File: src/tkf_pkg.sv
// Package for the three-axis Kalman filter: sizes, types, codes and command bundle.
`timescale 1ns / 1ps
`default_nettype none
package tkf_pkg;

  // Number of independent filter channels
  localparam int AXES = 3;

  // Gain divider: quotient never exceeds 1.0 in Q1.16, so 17 quotient bits
  localparam int DIV_STEPS = 17;
  localparam int DIV_CNT_W = $clog2(DIV_STEPS);
  localparam int GAIN_W    = DIV_STEPS;
  localparam logic [GAIN_W-1:0] ONE_Q16 = GAIN_W'(65536);

  // Configuration register indexes and reset values
  localparam int CFG_IDX_W = 2;
  localparam logic [CFG_IDX_W-1:0] CFG_MEAS_NOISE = CFG_IDX_W'(0);
  localparam logic [CFG_IDX_W-1:0] CFG_PROC_NOISE = CFG_IDX_W'(1);
  localparam logic [15:0] MEAS_NOISE_RST = 16'd256;
  localparam logic [15:0] PROC_NOISE_RST = 16'd26;

  // Signed Q16.16 sample / estimate and unsigned Q16.16 variance
  typedef logic signed [31:0] q16_t;
  typedef logic [31:0]        var_t;
  typedef logic [15:0]        noise_t;

  // Controller states
  typedef enum logic [2:0] {
    ST_IDLE,
    ST_PRED,
    ST_DINIT,
    ST_DIV,
    ST_MUL,
    ST_COMMIT
  } tkf_state_t;

  // Commands from controller to datapath
  typedef struct packed {
    logic capture;   // latch samples, square the noise registers
    logic pred;      // predicted variance Pp = P + Q
    logic div_init;  // load divider with Pp*65536 / (Pp + R)
    logic div_step;  // one restoring division step on every axis
    logic mul;       // gain products
    logic commit;    // write new estimate and variance
  } tkf_cmd_t;

endpackage
`default_nettype wire

File: src/tkf_ctrl.sv
// Controller state machine for the three-axis Kalman filter.
`timescale 1ns / 1ps
`default_nettype none
module tkf_ctrl
  import tkf_pkg::*;
(
  input  wire logic clk,
  input  wire logic rst_n,
  input  wire logic in_valid,
  input  wire logic out_free,
  output logic      in_ready,
  output tkf_cmd_t  cmd
);

  tkf_state_t state_r, state_nxt;
  logic [DIV_CNT_W-1:0] cnt_r, cnt_nxt;
  logic div_last;

  assign div_last = (cnt_r == DIV_CNT_W'(DIV_STEPS - 1));

  // State and step counter registers
  always_ff @(posedge clk) begin
    if (!rst_n) begin
      state_r <= ST_IDLE;
      cnt_r   <= '0;
    end else begin
      state_r <= state_nxt;
      cnt_r   <= cnt_nxt;
    end
  end

  // Next state
  always_comb begin
    state_nxt = state_r;
    cnt_nxt   = cnt_r;
    unique case (state_r)
      ST_IDLE: begin
        if (in_valid) state_nxt = ST_PRED;
      end
      ST_PRED: begin
        state_nxt = ST_DINIT;
      end
      ST_DINIT: begin
        cnt_nxt   = '0;
        state_nxt = ST_DIV;
      end
      ST_DIV: begin
        cnt_nxt = cnt_r + DIV_CNT_W'(1);
        if (div_last) state_nxt = ST_MUL;
      end
      ST_MUL: begin
        state_nxt = ST_COMMIT;
      end
      ST_COMMIT: begin
        if (out_free) state_nxt = ST_IDLE;
      end
      default: state_nxt = ST_IDLE;
    endcase
  end

  // Outputs
  always_comb begin
    cmd      = '0;
    in_ready = 1'b0;
    unique case (state_r)
      ST_IDLE: begin
        in_ready    = 1'b1;
        cmd.capture = in_valid;
      end
      ST_PRED:   cmd.pred     = 1'b1;
      ST_DINIT:  cmd.div_init = 1'b1;
      ST_DIV:    cmd.div_step = 1'b1;
      ST_MUL:    cmd.mul      = 1'b1;
      ST_COMMIT: cmd.commit   = out_free;
      default:   cmd          = '0;
    endcase
  end

  // An accepted item always starts the prediction step
  a_accept_pred: assert property (@(posedge clk) disable iff (!rst_n)
    (in_valid && in_ready) |=> (state_r == ST_PRED))
    else $error("accepted item did not enter prediction");

  // Division never runs past its last quotient bit
  a_div_count: assert property (@(posedge clk) disable iff (!rst_n)
    (state_r == ST_DIV) |-> (cnt_r < DIV_CNT_W'(DIV_STEPS)))
    else $error("divider step count overran");

endmodule
`default_nettype wire

File: config.mk
export PLATFORM = sky130hd
export DESIGN_NAME = tkf_ctrl
export DESIGN_NICKNAME = d
export VERILOG_FILES = /design/src/tkf_pkg.sv /design/src/tkf_ctrl.sv
export SDC_FILE = /design/constraint.sdc
export NUM_CORES = 1
export LEC_CHECK = 0
export ABC_AREA = 1
export ABC_CLOCK_PERIOD_IN_PS = 1950
export BUFFER_PORTS_ARGS = -buffer_cell sky130_fd_sc_hd__buf_4
export CORE_AREA = 4 4 41 43
export CTS_BUF_LIST = sky130_fd_sc_hd__clkbuf_4
export DETAILED_ROUTE_END_ITERATION = 12
export DIE_AREA = 0 0 45 47
export HOLD_SLACK_MARGIN = 0.1
export PLACE_DENSITY_LB_ADDON = 0.05
export SETUP_SLACK_MARGIN = 0.5
export SYNTH_ARGS = -nofsm -noshare
export SYNTH_HDL_FRONTEND = slang
export SYNTH_SLANG_ARGS = --single-unit
File: constraint.sdc
create_clock -name clk -period 1.95 [get_ports clk]
set_input_delay 0.195 -clock clk [delete_from_list [all_inputs] [get_ports clk]]
set_output_delay 0.195 -clock clk [all_outputs]
set_load 0.01 [all_outputs]
==> summary.md <==
| Metric | Value |
|---|---|
| FF+latch count, synth | 8 |
| Net count after synthesis | 82 |
| Unrepaired setup endpoints after global routing | no |
| Hold path endpoint | cnt_r[0]$_SDFFE_PN0P_ |
| Share of cells above drive strength 1 | 0.2727 |
| Worst slew pin tran | 0.2399 ns |
| Cts repair resizes | 1 |
| GR Overflow Total | 0 |
| Seq. cell area | 161.4 um2 |
| Die W | 45 um |
| Crit path required time | 1.75 ns |
| Commonest register cell after synthesis | dfxtp_1 |
| Vias per cell | 4.524 |
| Status | finished, final reports clean |
| Rows | 13 |
| Wire per inst | 9.699 um |
| CTS tree | done |
| PD cells | 1072 mW/mm2 |
| NumNets Final | 96 |
| HP Start | rst_n |
| TNS Setup | 0 ns |
| Number of max-slew violations in the final report | 0 |
| Multi-input logic area | 246.5 um2 |
| Clock latency on the worst-skew pair | 0.26 ns |
| Root Driver | clkbuf_4 |
| DRC | 0 |
| Worst setup margin | 0.6004 ns |
| Die area | 0.002115 mm2 |
| Die Y | 47 um |
| Drt first pass iters | 4 |
| Worst Path Arrival | 1.15 ns |
| Worst-path maximum fanout | 8 |
| Total power | 0.0006412 W |
| Reg-to-reg slack, setup | 0.83 ns |
| Clock Sinks | 8 |
| Most frequent cells in the layout | inv_1, nand2_1, buf_4 |
| Leading cell type in the layout, fill and taps excluded | inv_1 |
| Final wirelength | 999 um |
| Hold Path Cell Cnt | 3 |
| Vias in the first global route | 404 |
| Sequential-to-total area share from yosys stat | 0.3274 |
| Reg2reg end | state_r[0]$_SDFFE_PN0P_ |
| # IOs | 11 |
| Mapped Area | 489.2 um2 |
| HP Class | in2reg |
| Crit path capture type | output pin |
| Post-CTS Setup Inserts | 0 |
| # fillers | 151 |
| Crit Path Category | reg2out |
| DPL Wire Length | 780.6 um |
| Final Hold Fails | 0 |
| Final ANT Viol Nets | 0 |
| DR iter-0 viols | 9 |
| Initial antenna violation count | 0 |
| Clk pin slew, worst setup/hold paths | 0.06 ns |
| Fmax | 0.7410 GHz |
| Initial Utilization | 0.3760 |
| Post-Synthesis Cells | 76 |
| Count of different cell masters after synthesis | 17 |
| Asr flop ratio synth | 0 |
| Startpoint types | register |
| Synthesized area per cell | 6.437 um2 |
| Port Buf Inserts | 10 |
| Htree depth | 1 |
| Period Utilization, post-route | 0.6921 |
| GRT Total Usage | 0.1177 |
| Post-place setup slack | 0.7586 ns |
| Core footprint | 0.001301 mm2 |
| First-pass GRT wire length | 1.725 mm |
| Tmin final | 1.350 ns |
| Synthesis-to-finish area growth | 22.25% |
| Gp weighted congestion | 0.7731 |
| Largest net degree at the start of global routing | 9 |
| CTS Buffer Depth | 2 |
| R2r startpoint | cnt_r[0]$_SDFFE_PN0P_ |
| Clock Skews | 0.005252 ns |
| Synth Warn # | 0 |
| P_leak | 0.3073 nW |
| Final setup viols | 0 |
| Routed vias | 466 |
| Worst IR drop on VDD | 0.5408 mV |
| ANT cells | 0 |
| CTS buffer count | 3 |
| Headroom to the max-slew limit | 0.8388 |
| Reg2Reg Depth | 9 |
| Hold-fix buffers, CTS | 0 |
| Post-synth EDFFs | 0 |
| Max Cap Viol | 0 |
## power by group
group	internal (W)	switching, W	total [W]
clock network	0.0000706	0.0000586	0.000129
registers	0.000190	0.0000443	0.000234
logic	0.000121	0.000157	0.000278
total	0.000381	0.000260	0.000641
## metrics by stage
step / utilization / hold WS [ns] / std cells / instance area (um2)
4_1_cts: 0.4577 / 0.2055 / 103 / 595.6
5_1_grt: 0.4596 / 0.2192 / 103 / 598.1
3_5_place_dp: 0.4394 / 0.4847 / 100 / 571.8
3_3_place_gp: 0.4394 / 0.4819 / 100 / 571.8
6_report: 0.4596 / 0.2123 / 103 / 598.1
2_1_floorplan: - / 0.3334 / 76 / 489.2
## cell families (layout without fill, tap and decap cells)
logic type                 count (synthesis)  after routing  synth area share
buffers and inverters                     20             32            0.1739
DFF                                        8              8            0.3274
adders and majority gates                  2              2           0.05114
and+or+nand+nor                           38             38            0.3632
AOI/OAI and AO/OA                          8              8           0.08440
## area by class of cell
class / count / share of cell area
well taps: 15 / 0.03138
inverters: 19 / 0.1234
flip-flops and latches: 8 / 0.2699
repair buffers: 10 / 0.1255
clock buffers: 3 / 0.03766
multi-input cells: 48 / 0.4121
## cells in the mapped netlist, types with 2 or more instances
master | number | area, um2
dfxtp_1 | 8 | 160.2
nand2_2 | 4 | 25.02
ha_1 | 2 | 25.02
inv_2 | 2 | 7.510
nor3_1 | 3 | 15.01
inv_1 | 16 | 60.06
a21oi_1 | 5 | 25.02
o21ai_0 | 2 | 10.01
nand4_1 | 2 | 12.51
nand3_1 | 2 | 10.01
nor2_1 | 10 | 37.54
nand2_1 | 15 | 56.30
## worst max-delay path, cell delays in order, from the launching register on
cell and delay [ns]:
dfxtp_2 0.44, inv_4 0.05, nand2_2 0.12, inv_2 0.05
nand2_2 0.07, inv_1 0.04, buf_4 0.13
## worst max path at each step
stage | to | slack [ns] | startpoint | depth (start not counted)
after floorplan | state_r[2]$_SDFFE_PN0P_ | 0.93 | cnt_r[0]$_SDFFE_PN0P_ | 10
after global placement | cmd[3] | 0.77 | state_r[2]$_SDFFE_PN0P_ | 6
after detailed placement | cmd[3] | 0.76 | state_r[2]$_SDFFE_PN0P_ | 6
after CTS | cmd[3] | 0.58 | state_r[2]$_SDFFE_PN0P_ | 6
after global routing | cmd[3] | 0.51 | state_r[2]$_SDFFE_PN0P_ | 6
final | cmd[3] | 0.60 | state_r[2]$_SDFFE_PN0P_ | 6
## per-layer routing
| metal | routed length [um] | track usage |
|---|---|---|
| met5 | 0 | 0 |
| met4 | 12 | 0.08772 |
| met3 | 83 | 0.04598 |
| met2 | 401 | 0.1469 |
| met1 | 501 | 0.1591 |
## sequential cells by signal, summed over array words and instances, names as in the netlist
register	count
state_r	3
cnt_r	5
No activity file was read; power rests on OpenSTA's default activity.
